`src/design/bdqd_pkg.sv`:
```
// ----------------------------------------------------------------------------
// bdqd_pkg
// Shared request codes, port field widths and controller/datapath structs
// for the bounded deque with delete.
// ----------------------------------------------------------------------------
package bdqd_pkg;

    localparam int REQ_W      = 3;
    localparam int VAL_W      = 32;
    localparam int CNT_OUT_W  = 5;
    localparam int MAX_DATA_W = 64;
    localparam int S_TDATA_W  = 40;
    localparam int M_TDATA_W  = 72;

    localparam logic [REQ_W-1:0] REQ_PUSH_FRONT = 3'd0;
    localparam logic [REQ_W-1:0] REQ_PUSH_BACK  = 3'd1;
    localparam logic [REQ_W-1:0] REQ_POP_FRONT  = 3'd2;
    localparam logic [REQ_W-1:0] REQ_POP_BACK   = 3'd3;
    localparam logic [REQ_W-1:0] REQ_DELETE     = 3'd4;
    localparam logic [REQ_W-1:0] REQ_REVERSE    = 3'd5;

    typedef struct packed {
        logic load_req;
        logic exec;
        logic scan_init;
        logic scan_next;
        logic shift_init;
        logic shift_rd;
        logic shift_wr;
        logic shift_end;
        logic rd_ends;
        logic load_out;
    } ctrl_cmd_t;

    typedef struct packed {
        logic is_delete;
        logic count_zero;
        logic match;
        logic scan_last;
        logic shift_last;
        logic out_busy;
    } ctrl_sts_t;

endpackage

```
`src/design/bdqd_ram.sv`:
```
// ----------------------------------------------------------------------------
// bdqd_ram
// Generic simple dual-port RAM: one write port, one registered read port.
// ----------------------------------------------------------------------------
module bdqd_ram #(
    parameter int WIDTH = 32,
    parameter int DEPTH = 16
) (
    input  logic                     aclk,
    input  logic                     we,
    input  logic [$clog2(DEPTH)-1:0] waddr,
    input  logic [WIDTH-1:0]         wdata,
    input  logic [$clog2(DEPTH)-1:0] raddr,
    output logic [WIDTH-1:0]         rdata
);

    logic [WIDTH-1:0] mem_reg [DEPTH];
    logic [WIDTH-1:0] rdata_reg;

    always_ff @(posedge aclk) begin
        if (we) begin
            mem_reg[waddr] <= wdata;
        end
        rdata_reg <= mem_reg[raddr];
    end

    assign rdata = rdata_reg;

endmodule

```
`src/design/bdqd_ctrl.sv`:
```
// ----------------------------------------------------------------------------
// bdqd_ctrl
// Request sequencer: accepts a word, runs update, search and shift steps,
// reads both ends and hands the result to the output register.
// ----------------------------------------------------------------------------
module bdqd_ctrl (
    input  logic                  aclk,
    input  logic                  aresetn,
    input  logic                  s_tvalid,
    output logic                  s_tready,
    output bdqd_pkg::ctrl_cmd_t   cmd,
    input  bdqd_pkg::ctrl_sts_t   sts
);
    import bdqd_pkg::*;

    localparam logic [2:0] ST_IDLE     = 3'd0;
    localparam logic [2:0] ST_EXEC     = 3'd1;
    localparam logic [2:0] ST_SCAN_RD  = 3'd2;
    localparam logic [2:0] ST_SCAN_CMP = 3'd3;
    localparam logic [2:0] ST_SH_RD    = 3'd4;
    localparam logic [2:0] ST_SH_WR    = 3'd5;
    localparam logic [2:0] ST_RD_ENDS  = 3'd6;
    localparam logic [2:0] ST_LOAD     = 3'd7;

    logic [2:0] state_reg;
    logic [2:0] state_next;

    always_comb begin
        state_next = state_reg;
        cmd        = '0;
        s_tready   = 1'b0;
        unique case (state_reg)
            ST_IDLE: begin
                s_tready = 1'b1;
                if (s_tvalid) begin
                    cmd.load_req = 1'b1;
                    state_next   = ST_EXEC;
                end
            end
            ST_EXEC: begin
                if (sts.is_delete) begin
                    cmd.scan_init = 1'b1;
                    state_next    = sts.count_zero ? ST_RD_ENDS : ST_SCAN_RD;
                end else begin
                    cmd.exec   = 1'b1;
                    state_next = ST_RD_ENDS;
                end
            end
            ST_SCAN_RD: begin
                state_next = ST_SCAN_CMP;
            end
            ST_SCAN_CMP: begin
                if (sts.match) begin
                    cmd.shift_init = 1'b1;
                    state_next     = ST_SH_RD;
                end else if (sts.scan_last) begin
                    state_next = ST_RD_ENDS;
                end else begin
                    cmd.scan_next = 1'b1;
                    state_next    = ST_SCAN_RD;
                end
            end
            ST_SH_RD: begin
                if (sts.shift_last) begin
                    cmd.shift_end = 1'b1;
                    state_next    = ST_RD_ENDS;
                end else begin
                    cmd.shift_rd = 1'b1;
                    state_next   = ST_SH_WR;
                end
            end
            ST_SH_WR: begin
                cmd.shift_wr = 1'b1;
                state_next   = ST_SH_RD;
            end
            ST_RD_ENDS: begin
                cmd.rd_ends = 1'b1;
                state_next  = ST_LOAD;
            end
            ST_LOAD: begin
                if (!sts.out_busy) begin
                    cmd.load_out = 1'b1;
                    state_next   = ST_IDLE;
                end else begin
                    cmd.rd_ends = 1'b1;
                end
            end
            default: begin
                state_next = ST_IDLE;
            end
        endcase
    end

    always_ff @(posedge aclk) begin
        if (!aresetn) begin
            state_reg <= ST_IDLE;
        end else begin
            state_reg <= state_next;
        end
    end

    a_accept_to_exec: assert property (@(posedge aclk) disable iff (!aresetn)
        (s_tvalid && s_tready) |=> (state_reg == ST_EXEC))
        else $error("accepted word did not start execution");

    a_load_free: assert property (@(posedge aclk) disable iff (!aresetn)
        cmd.load_out |-> !sts.out_busy)
        else $error("result loaded over a waiting word");

    a_one_step: assert property (@(posedge aclk) disable iff (!aresetn)
        $onehot0({cmd.load_req, cmd.exec, cmd.shift_rd, cmd.shift_wr,
                  cmd.rd_ends, cmd.load_out}))
        else $error("overlapping datapath steps");

endmodule

```
`src/design/bdqd_datapath.sv`:
```
// ----------------------------------------------------------------------------
// bdqd_datapath
// Circular store with head index, count and direction flag, search and
// shift addressing, end readout and the result output register.
// ----------------------------------------------------------------------------
module bdqd_datapath #(
    parameter int DEPTH  = 16,
    parameter int DATA_W = 32
) (
    input  logic                              aclk,
    input  logic                              aresetn,
    input  bdqd_pkg::ctrl_cmd_t               cmd,
    output bdqd_pkg::ctrl_sts_t               sts,
    input  logic [bdqd_pkg::S_TDATA_W-1:0]    s_tdata,
    input  logic                              m_tready,
    output logic                              m_tvalid,
    output logic [bdqd_pkg::M_TDATA_W-1:0]    m_tdata
);
    import bdqd_pkg::*;

    localparam int IDX_W = $clog2(DEPTH);
    localparam int CNT_W = $clog2(DEPTH + 1);
    localparam logic [CNT_W-1:0] DEPTH_C  = CNT_W'(DEPTH);
    localparam logic [IDX_W-1:0] LAST_IDX = IDX_W'(DEPTH - 1);

    function automatic logic [IDX_W-1:0] phys(input logic [IDX_W-1:0] head,
                                              input logic [CNT_W-1:0] off);
        logic [CNT_W:0] sum;
        sum = (CNT_W+1)'(head) + (CNT_W+1)'(off);
        if (sum >= (CNT_W+1)'(DEPTH)) begin
            sum = sum - (CNT_W+1)'(DEPTH);
        end
        return sum[IDX_W-1:0];
    endfunction

    logic [REQ_W-1:0]     req_reg;
    logic [DATA_W-1:0]    val_reg;
    logic [IDX_W-1:0]     head_reg;
    logic [CNT_W-1:0]     count_reg;
    logic                 rev_reg;
    logic [CNT_W-1:0]     idx_reg;
    logic                 acc_reg;
    logic                 found_reg;
    logic                 out_valid_reg;
    logic [M_TDATA_W-1:0] out_data_reg;

    logic                 full;
    logic                 empty;
    logic [CNT_W-1:0]     count_m1;
    logic [CNT_W-1:0]     scan_off;
    logic [CNT_W-1:0]     front_off;
    logic [CNT_W-1:0]     back_off;
    logic [IDX_W-1:0]     head_dec;
    logic                 push_start;
    logic                 pop_start;

    logic                 we;
    logic [IDX_W-1:0]     waddr;
    logic [DATA_W-1:0]    wdata;
    logic [IDX_W-1:0]     raddr_a;
    logic [IDX_W-1:0]     raddr_b;
    logic [DATA_W-1:0]    rdata_a;
    logic [DATA_W-1:0]    rdata_b;

    logic [MAX_DATA_W-1:0]      front_wide;
    logic [MAX_DATA_W-1:0]      back_wide;
    logic [CNT_W+CNT_OUT_W-1:0] count_wide;

    assign full       = (count_reg == DEPTH_C);
    assign empty      = (count_reg == '0);
    assign count_m1   = count_reg - 1'b1;
    assign scan_off   = rev_reg ? (count_m1 - idx_reg) : idx_reg;
    assign front_off  = rev_reg ? count_m1 : '0;
    assign back_off   = rev_reg ? '0 : count_m1;
    assign head_dec   = (head_reg == '0) ? LAST_IDX : head_reg - 1'b1;
    assign push_start = (req_reg == REQ_PUSH_FRONT) != rev_reg;
    assign pop_start  = (req_reg == REQ_POP_FRONT) != rev_reg;

    always_comb begin
        we    = 1'b0;
        waddr = phys(head_reg, idx_reg);
        wdata = val_reg;
        if (cmd.exec && !full
            && (req_reg == REQ_PUSH_FRONT || req_reg == REQ_PUSH_BACK)) begin
            we    = 1'b1;
            waddr = push_start ? head_dec : phys(head_reg, count_reg);
        end else if (cmd.shift_wr) begin
            we    = 1'b1;
            wdata = rdata_a;
        end
    end

    always_comb begin
        priority if (cmd.shift_rd) begin
            raddr_a = phys(head_reg, idx_reg + 1'b1);
        end else if (cmd.rd_ends) begin
            raddr_a = phys(head_reg, front_off);
        end else begin
            raddr_a = phys(head_reg, scan_off);
        end
    end

    assign raddr_b = phys(head_reg, back_off);

    bdqd_ram #(.WIDTH(DATA_W), .DEPTH(DEPTH)) u_ram_front (
        .aclk  (aclk),
        .we    (we),
        .waddr (waddr),
        .wdata (wdata),
        .raddr (raddr_a),
        .rdata (rdata_a)
    );

    bdqd_ram #(.WIDTH(DATA_W), .DEPTH(DEPTH)) u_ram_back (
        .aclk  (aclk),
        .we    (we),
        .waddr (waddr),
        .wdata (wdata),
        .raddr (raddr_b),
        .rdata (rdata_b)
    );

    assign sts.is_delete  = (req_reg == REQ_DELETE);
    assign sts.count_zero = empty;
    assign sts.match      = (rdata_a == val_reg);
    assign sts.scan_last  = (idx_reg == count_m1);
    assign sts.shift_last = ((CNT_W+1)'(idx_reg) + 1'b1) >= (CNT_W+1)'(count_reg);
    assign sts.out_busy   = out_valid_reg && !m_tready;

    always_ff @(posedge aclk) begin
        if (!aresetn) begin
            head_reg      <= '0;
            count_reg     <= '0;
            rev_reg       <= 1'b0;
            out_valid_reg <= 1'b0;
        end else begin
            if (cmd.exec) begin
                unique case (req_reg)
                    REQ_PUSH_FRONT, REQ_PUSH_BACK: begin
                        if (!full) begin
                            if (push_start) begin
                                head_reg <= head_dec;
                            end
                            count_reg <= count_reg + 1'b1;
                        end
                    end
                    REQ_POP_FRONT, REQ_POP_BACK: begin
                        if (!empty) begin
                            if (pop_start) begin
                                head_reg <= phys(head_reg, CNT_W'(1));
                            end
                            count_reg <= count_m1;
                        end
                    end
                    REQ_REVERSE: begin
                        rev_reg <= ~rev_reg;
                    end
                    default: begin
                    end
                endcase
            end
            if (cmd.shift_end) begin
                count_reg <= count_m1;
            end
            if (cmd.load_out) begin
                out_valid_reg <= 1'b1;
            end else if (m_tready) begin
                out_valid_reg <= 1'b0;
            end
        end
    end

    assign front_wide = empty ? '0 : MAX_DATA_W'(rdata_a);
    assign back_wide  = empty ? '0 : MAX_DATA_W'(rdata_b);
    assign count_wide = (CNT_W+CNT_OUT_W)'(count_reg);

    always_ff @(posedge aclk) begin
        if (cmd.load_req) begin
            req_reg   <= s_tdata[REQ_W-1:0];
            val_reg   <= DATA_W'(s_tdata[REQ_W +: VAL_W]);
            acc_reg   <= 1'b1;
            found_reg <= 1'b0;
        end
        if (cmd.exec && full
            && (req_reg == REQ_PUSH_FRONT || req_reg == REQ_PUSH_BACK)) begin
            acc_reg <= 1'b0;
        end
        if (cmd.shift_end) begin
            found_reg <= 1'b1;
        end
        if (cmd.scan_init) begin
            idx_reg <= '0;
        end else if (cmd.scan_next || cmd.shift_wr) begin
            idx_reg <= idx_reg + 1'b1;
        end else if (cmd.shift_init) begin
            idx_reg <= scan_off;
        end
        if (cmd.load_out) begin
            out_data_reg <= {back_wide[VAL_W-1:0], front_wide[VAL_W-1:0], empty,
                             count_wide[CNT_OUT_W-1:0], found_reg, acc_reg};
        end
    end

    assign m_tvalid = out_valid_reg;
    assign m_tdata  = out_data_reg;

    a_count_bound: assert property (@(posedge aclk) disable iff (!aresetn)
        count_reg <= DEPTH_C)
        else $error("entry count above depth");

    a_delete_drops_one: assert property (@(posedge aclk) disable iff (!aresetn)
        cmd.shift_end |=> count_reg == CNT_W'($past(count_reg) - 1'b1))
        else $error("delete did not remove exactly one entry");

    a_refuse_only_full: assert property (@(posedge aclk) disable iff (!aresetn)
        (cmd.load_out && !acc_reg) |-> full)
        else $error("push refused while space remained");

endmodule

```
`src/design/bounded_deque_with_delete_unit.sv`:
```
// ----------------------------------------------------------------------------
// bounded_deque_with_delete_unit
// Bounded double-ended queue with push/pop at both ends, delete of the
// first matching value and order reversal.
//
// Input word (s_*): one request, req_type and value. Output word (m_*): one
// result per request with accepted, found, count, empty and both end values.
// A request is taken only when the unit is idle; the result waits in an
// output register, so a new request is taken while the previous result is
// still stalled on m_tready. Processing stalls only when a second result is
// ready before the first has been taken.
// Push, pop, reverse and unused codes: the input word is executed, both ends
// are read and the result is loaded. Delete: each slot examined is read and
// then compared; on a match each entry behind it is read and written one slot
// down, then the count drops by one. No new request is taken until the result
// of the previous one has been loaded. Search and shift use one read port of
// the store; its second copy's read port only reads the back end.
// Reset empties the queue (head, count and direction cleared) and drops any
// waiting result; the store itself is not cleared and needs no sweep.
// ----------------------------------------------------------------------------
module bounded_deque_with_delete_unit #(
    parameter int DEPTH  = 16,
    parameter int DATA_W = 32
) (
    input  logic                              aclk,
    input  logic                              aresetn,
    input  logic                              s_tvalid,
    output logic                              s_tready,
    // req_type[2:0], value[34:3], zero[39:35]
    input  logic [bdqd_pkg::S_TDATA_W-1:0]    s_tdata,
    output logic                              m_tvalid,
    input  logic                              m_tready,
    // accepted[0], found[1], entry_count[6:2], is_empty[7],
    // front_value[39:8], back_value[71:40]
    output logic [bdqd_pkg::M_TDATA_W-1:0]    m_tdata
);
    import bdqd_pkg::*;

    ctrl_cmd_t cmd;
    ctrl_sts_t sts;

    bdqd_ctrl u_ctrl (
        .aclk     (aclk),
        .aresetn  (aresetn),
        .s_tvalid (s_tvalid),
        .s_tready (s_tready),
        .cmd      (cmd),
        .sts      (sts)
    );

    bdqd_datapath #(.DEPTH(DEPTH), .DATA_W(DATA_W)) u_datapath (
        .aclk     (aclk),
        .aresetn  (aresetn),
        .cmd      (cmd),
        .sts      (sts),
        .s_tdata  (s_tdata),
        .m_tready (m_tready),
        .m_tvalid (m_tvalid),
        .m_tdata  (m_tdata)
    );

endmodule
```
`config.mk`:
```
export PLATFORM = sky130hd
export DESIGN_NAME = bounded_deque_with_delete_unit
export DESIGN_NICKNAME = d
export VERILOG_FILES = /design/src/design/bdqd_pkg.sv /design/src/design/bdqd_ram.sv /design/src/design/bdqd_ctrl.sv /design/src/design/bdqd_datapath.sv /design/src/design/bounded_deque_with_delete_unit.sv
export SDC_FILE = /design/constraint.sdc
export NUM_CORES = 1
export LEC_CHECK = 0
export BUFFER_PORTS_ARGS = -buffer_cell sky130_fd_sc_hd__buf_2
export CAP_MARGIN = 20
export CORE_MARGIN = 3
export CORE_UTILIZATION = 45
export DETAILED_ROUTE_END_ITERATION = 7
export GPL_ROUTABILITY_DRIVEN = 0
export PLACE_DENSITY_LB_ADDON = 0.12
export SETUP_SLACK_MARGIN = 0.3
export SLEW_MARGIN = 10
export SYNTH_ARGS = -nofsm -noshare
export SYNTH_HDL_FRONTEND = slang
export SYNTH_SLANG_ARGS = --single-unit
```
`constraint.sdc`:
```
create_clock -name aclk -period 6.45 [get_ports aclk]
set_clock_uncertainty 0.15 [all_clocks]
set_input_delay 0.3225 -clock aclk [delete_from_list [all_inputs] [get_ports aclk]]
set_output_delay 0.3225 -clock aclk [all_outputs]
set_load 0.1 [all_outputs]
```
==> flow_summary.ini, run 1 <==
[status]
outcome = finished, final reports clean

[power]
p_seq_share_pct = 32.7
combPwrFrac_pct = 43.4
clkPwrFrac_pct = 23.9
vdd_ir_drop_max_mv = 0.363
p_int_mw = 12.2
p_total_mw = 18.9
switching_power_mw = 6.67
p_leak_nw = 12.1
power_density_nw_per_um2 = 518
swShare_pct = 35.4

[route]
post_drt_wl_per_cell_um = 28.8
vias = 17200
drc = 0
detail-route-antenna-nets = 0
via_per_inst = 5.94
drt_iter0_markers = 1534
drtPass1Iterations = 5
wl_mm = 83.4

[yosys]
seq_area_frac_synth_pct = 64.6
ys_warn_count = 0
synth_top_area_share_pct = 59.2
synthCells = 1718
synth_edf_count = 619
synth_seq_cells = 704
synth_nets = 1793
synth_area_leaders = edfxtp_1, mux4_2, dfxtp_1, nand2_1, nor2b_1
yosysMostFrequentCell = edfxtp_1
synth.distinct_cells = 68
syn_area_per_cell_um2 = 18.3
synth-main-ff-cell = edfxtp_1
synth_area_um2 = 31400
synth_top_cell_by_area = edfxtp_1
async_reset_ff_share_pct = 0
synth_common_cells = edfxtp_1, mux4_2, nand2_1, dfxtp_1, nor2b_1

[setup_path]
startpoint = u_datapath.count_reg[0]
crit_fanout = 20
r2r_slack_ns = 1.20
cp_common_cell = ha_1
worst_r2r_startpoint = u_datapath.count_reg[0]
reg2reg_depth = 16
crit_chain = inv_1 -> ha_1 -> xor2_1 -> ha_1 -> xor2_1 -> nor2_1 -> a21oi_1 -> o21ai_0 -> mux2_2 -> ha_1 -> a21oi_1 -> xnor2_1 -> xnor2_4 -> buf_4 -> and3_1 -> a31oi_1
slowest_delay_ns = 0.67
worstSetupPathType = flip-flop to flip-flop
cp_data_required_time_ns = 6.78
cp-end-kind = flip-flop
startpoint_type = flip-flop
endpoint = u_datapath.u_ram_front.rdata[17]
worstPathArrival_ns = 5.58
rr_endpoint = u_datapath.u_ram_front.rdata[17]
slowest_stage = xnor2_1

[sta]
setup_viol = 0
fmax_mhz = 190
fin_crit_sh_pct = 81.5
tightest_slew_ns = 1.09
whs_ns = 0.263
timing.slew.headroom_pct = 27.5
hold_violations = 0
rsz0062_at_grt = no
timing.final.crit_period_ns = 5.25
fin_setup_tns_ns = 0
final_max_slew_viol_count = 0

[floorplanning]
die_y_um = 270
fp-row-count = 96
pin_count = 118
start_util_pct = 45.6
coreArea_um2 = 68800
die_w_um = 270
die_area_um2 = 73000

[min_path]
worstHoldStart = s_tdata[16]
holdCritPathClass = input port to flip-flop

[place]
io_buffers = 112
placed_cell_area_um2 = 33400
dpl.hpwl_mm = 47.7

[global_routing]
overflow = 0
grt_pass1_vias = 18300
grt_max_degree = 73
grtUsageTotal_pct = 23.2
antenna_found_initial = 1
grt_first_pass_wirelength_mm = 123

[clock_network]
cts_setup_buffers = 0
root_buffer = clkbuf_16
cts.htree.levels = 3
numCtsBuffers = 78
cts.sink_count = 704
cts_resized = 0
path_clk_slew_ns = 0.06
clock_path_buffers = 3
cts_tree = built
clock_latency_ns = 0.62

[flow_run]
maxCapViolCount = 0

[final_layout]
area.growth.synth_to_final_pct = 15.9
largest_register_ff_count = 448
final_cell_area_um2 = 36400
fin_nets = 1973
antenna_cells = 0
drive_above_1_share_pct = 33.2
-- worst min path at each step --
stage                                        end  slack [ns]  cells past startpoint
after CTS                 u_datapath.val_reg[21]        0.23                      2
after floorplan            u_datapath.m_tdata[1]        0.26                      0
final                     u_datapath.val_reg[13]        0.26                      2
after global routing      u_datapath.val_reg[21]        0.25                      2
after global placement     u_datapath.m_tdata[1]        0.27                      0
after detailed placement   u_datapath.m_tdata[1]        0.27                      0
-- metrics by stage --
step                      worst slack, ns  instances  util, %
final                                1.20       2893     52.9
after global routing                0.908       2893     52.9
after CTS                            1.17       2892     52.8
after detailed placement             1.21       2709     48.5
after global placement               1.27       2707     48.4
after floorplan                      1.82       1718        -
-- per-layer routing --
metal	up-vias	wire length [um]	share of wire (%)	global-route usage, %
met5	-	13	0.016	0
met4	2	1910	2.3	6.41
met3	125	5400	6.5	4.32
met2	579	41500	50	38.4
met1	9142	34500	41	31.6
li1	7324	-	-	-
-- timing repair --
action	4_1_cts	5_1_grt
hold endpoints to repair	50	0
setup endpoints to repair	0	0
hold buffers	39	0
-- power groups by stage --
| stage | clock network [mW] | logic, mW | registers, mW |
|---|---|---|---|
| 3_3_place_gp | 0 | 8.24 | 6.26 |
| 3_5_place_dp | 0 | 8.26 | 6.26 |
| 6_report | 4.51 | 8.18 | 6.17 |
| 4_1_cts | 4.60 | 8.31 | 6.17 |
| 2_1_floorplan | 0 | 5.84 | 6.15 |
| 5_1_grt | 4.79 | 8.78 | 6.22 |
-- logic make-up after synthesis --
kind of cell / share of synthesized area, %
mux: 22.3
simple gates: 5.75
buf+inv: 1.77
flops: 64.6
xor+xnor: 1.92
fa+ha+maj: 1.35
compound gates: 2.30
-- placed cells by master, fill, tap and decap left out, types with 7 or more instances in the layout --
cell type,synthesis,final
mux2i_1,10,10
and3_1,35,35
nor2_4,0,17
buf_4,2,38
mux4_2,288,288
a21o_1,7,7
nor2_1,27,10
clkinv_2,0,16
buf_12,0,10
nor2b_1,70,70
o21ai_0,14,14
bufinv_16,0,7
nand3_1,9,8
nor4_1,9,9
a21oi_1,22,22
a31oi_1,34,34
edfxtp_1,619,619
buf_2,20,112
mux2_2,37,37
xor2_1,42,41
clkbuf_16,0,82
inv_1,24,23
clkbuf_1,68,21
dfxtp_1,85,85
or3_1,7,7
nand2_1,152,152
xnor2_1,18,16
nand2b_1,8,8
dlygate4sd3_1,0,39
ha_1,26,24
-- worst max-delay path: cells and delay by family (launching register included) --
family	cells	cell delay, ns
fa+ha+maj	3	1.08
mux	1	0.31
xor+xnor	4	1.55
compound gates	4	0.44
buf+inv	2	0.62
flops	1	0.65
simple gates	2	0.29
-- area by class of cell --
class / instances / area (um^2)
Fill cell: 5488 / 32400
Clock inverter: 35 / 378
Timing Repair Buffer: 200 / 1460
Multi-Input combinational cell: 889 / 10800
Inverter: 25 / 93.8
Clock buffer: 109 / 2210
Sequential cell: 704 / 20300
Tap cell: 931 / 1160
Note: power is estimated with default switching activity, not from simulation.
==> run 2, diff against run 1 <==
ABC_AREA = 1   (was not set)
clock period = 4.9 ns   (was 6.45 ns; I/O delays follow)
==> run 2 against run 1 <==
  * Synthesized cell count up 95%
  * Synthesized area increased by 5.9%
  * Register-to-register slack got worse by 0.76 ns
  * Die area is 5.8% higher
  * Largest cell class unchanged
  * Core utilization grew 0.72 points
  * Maximum frequency up 18%
  * Global-route usage up 3.1 points
  * Flip-flop and latch count did not move
==> flow_summary.ini, run 2 <==
[floorplanning]
die_y_um = 278
fp-row-count = 99
coreArea_um2 = 73100
die_w_um = 278
start_util_pct = 45.5
die_area_um2 = 77200
pin_count = 118

[sta]
fin_setup_tns_ns = 0
setup_viol = 0
fin_crit_sh_pct = 91.2
timing.slew.headroom_pct = 21.0
final_max_slew_viol_count = 0
fmax_mhz = 224
hold_violations = 0
timing.final.crit_period_ns = 4.47
tightest_slew_ns = 1.19
rsz0062_at_grt = yes

[yosys]
synth.distinct_cells = 49
async_reset_ff_share_pct = 0
syn_area_per_cell_um2 = 9.92
synth_edf_count = 619
synth_area_um2 = 33300
synth-main-ff-cell = edfxtp_1
synthCells = 3352
synth_nets = 3427
synth_top_cell_by_area = edfxtp_1
seq_area_frac_synth_pct = 61.0
synth_top_area_share_pct = 55.9
yosysMostFrequentCell = nand2_1
synth_common_cells = nand2_1, edfxtp_1, o21ai_0, a21oi_1, nor2_1
ys_warn_count = 0
synth_area_leaders = edfxtp_1, nand2_1, o21ai_0, dfxtp_1, a21oi_1
synth_seq_cells = 704

[route]
drt_iter0_markers = 3351
detail-route-antenna-nets = 0
vias = 26800
post_drt_wl_per_cell_um = 23.6
wl_mm = 106
drtPass1Iterations = 8
drc = 0
via_per_inst = 5.95

[setup_path]
slowest_delay_ns = 0.66
startpoint_type = flip-flop
cp_data_required_time_ns = 5.32
crit_chain = inv_2 -> ha_2 -> fa_1 -> o21ai_0 -> nand2_1 -> o211ai_1 -> o21ai_0 -> fa_4 -> buf_12 -> buf_12 -> inv_6 -> clkbuf_16 -> a21oi_1 -> a221oi_1 -> a31o_2 -> nand3_1 -> nand2_1
slowest_stage = fa_4
cp-end-kind = flip-flop
worstPathArrival_ns = 4.89
worst_r2r_startpoint = u_datapath.count_reg[1]
worstSetupPathType = flip-flop to flip-flop
rr_endpoint = u_datapath.u_ram_front.rdata[10]
reg2reg_depth = 17
crit_fanout = 8
r2r_slack_ns = 0.43

[global_routing]
grt_pass1_vias = 26300
antenna_found_initial = 0
grtUsageTotal_pct = 26.3
grt_max_degree = 196
overflow = 0
grt_first_pass_wirelength_mm = 155

[clock_network]
clock_path_buffers = 3
root_buffer = clkbuf_16
numCtsBuffers = 78
cts_tree = built
clock_latency_ns = 0.63
path_clk_slew_ns = 0.06
cts.sink_count = 704
cts.htree.levels = 3

[flow_run]
maxCapViolCount = 0

[min_path]
holdCritPathClass = input port to flip-flop
hold_path_end = u_datapath.val_reg[23]
worstHoldStart = s_tdata[26]
hold_depth = 2

[final_layout]
area.growth.synth_to_final_pct = 17.8
drive_above_1_share_pct = 16.0
antenna_cells = 0
largest_register_ff_count = 448
final_cell_mix = nand2_1, edfxtp_1, o21ai_0
layout_commonest_cell = nand2_1
fin_nets = 3560

[place]
io_buffers = 112
dpl.hpwl_mm = 55.5

[status]
outcome = finished, final reports clean
==> run 2: worst max path at each step <==
| stage | slack [ns] | endpoint | from | depth (start not counted) |
|---|---|---|---|---|
| 6_report | 0.43 | u_datapath.u_ram_front.rdata[10] | u_datapath.count_reg[1] | 17 |
| 5_1_grt | 0.28 | u_datapath.u_ram_front.rdata[10] | u_datapath.idx_reg[0] | 24 |
| 4_1_cts | 0.33 | u_datapath.u_ram_front.rdata[26] | u_datapath.idx_reg[2] | 20 |
| 3_5_place_dp | 0.34 | u_datapath.u_ram_front.rdata[26] | u_datapath.idx_reg[2] | 20 |
| 3_3_place_gp | 0.35 | u_datapath.u_ram_front.rdata[22] | u_datapath.idx_reg[2] | 20 |
| 2_1_floorplan | 0.41 | u_datapath.m_tdata[0] | u_datapath.m_tvalid | 3 |
==> run 2: critical path: cells and delay by family (launching register included) <==
kind                       cells  cell delay, ns
adders and majority gates      3            1.51
AOI/OAI and AO/OA              6            1.15
buffers and inverters          5            0.81
DFF                            1            0.48
and+or+nand+nor                3            0.30
==> run 2: what timing repair did <==
action,CTS,global route
endpoints found under the setup margin,3,32
cloned,0,15
setup buffers,0,15
gates resized for setup,1,69
hold buffers,39,0
hold endpoints to repair,50,0
pin swaps,0,8
==> run 2: area by class of cell <==
| type | instances | area (um^2) |
|---|---|---|
| flip-flops and latches | 704 | 20300 |
| inverters | 254 | 993 |
| multi-input cells | 2167 | 11400 |
| clock buffers | 110 | 2190 |
| clock inverters | 32 | 444 |
| repair buffers | 276 | 2570 |
| fillers | 6284 | 33900 |
| well taps | 959 | 1200 |
| repair inverters | 4 | 35.0 |
==> run 2: per-stage QoR <==
| stage | cell area, um^2 | setup WS, ns | util, % | std cells | hold slack [ns] |
|---|---|---|---|---|---|
| after floorplan | 33300 | 0.408 | - | 3352 | 0.194 |
| after global placement | 35400 | 0.354 | 48.4 | 4293 | 0.267 |
| after detailed placement | 35400 | 0.343 | 48.4 | 4293 | 0.273 |
| after CTS | 38400 | 0.335 | 52.5 | 4474 | 0.153 |
| after global routing | 39200 | 0.278 | 53.6 | 4506 | 0.166 |
| final | 39200 | 0.431 | 53.6 | 4506 | 0.180 |
==> run 2: cells by family (layout without fill, tap and decap cells) <==
logic type               after synthesis  in the layout  share of synthesized area [%]
AO/OA/AOI/OAI                        964            964                           17.1
XOR/XNOR                              34             34                           1.06
adder cells (fa/ha/maj)               31             31                           1.28
buffers and inverters                481            676                           5.67
flip-flops                           704            704                           61.0
AND/OR/NAND/NOR                     1138           1138                           13.9
==> run 2: metal layers <==
| layer | up-vias | global-route usage [%] | share of wire, % | wire length (um) |
|---|---|---|---|---|
| met2 | 1491 | 42.9 | 46 | 49100 |
| met4 | 0 | 11.5 | 3.8 | 4010 |
| met5 | - | 0 | 0 | 0 |
| met1 | 13000 | 35.1 | 41 | 43800 |
| met3 | 258 | 3.80 | 9.0 | 9610 |
| li1 | 12100 | - | - | - |
Power of run 2 is left out: the tool's default activity adds up to more than one toggle a clock period on the data nets, which glitch-free logic cannot reach.
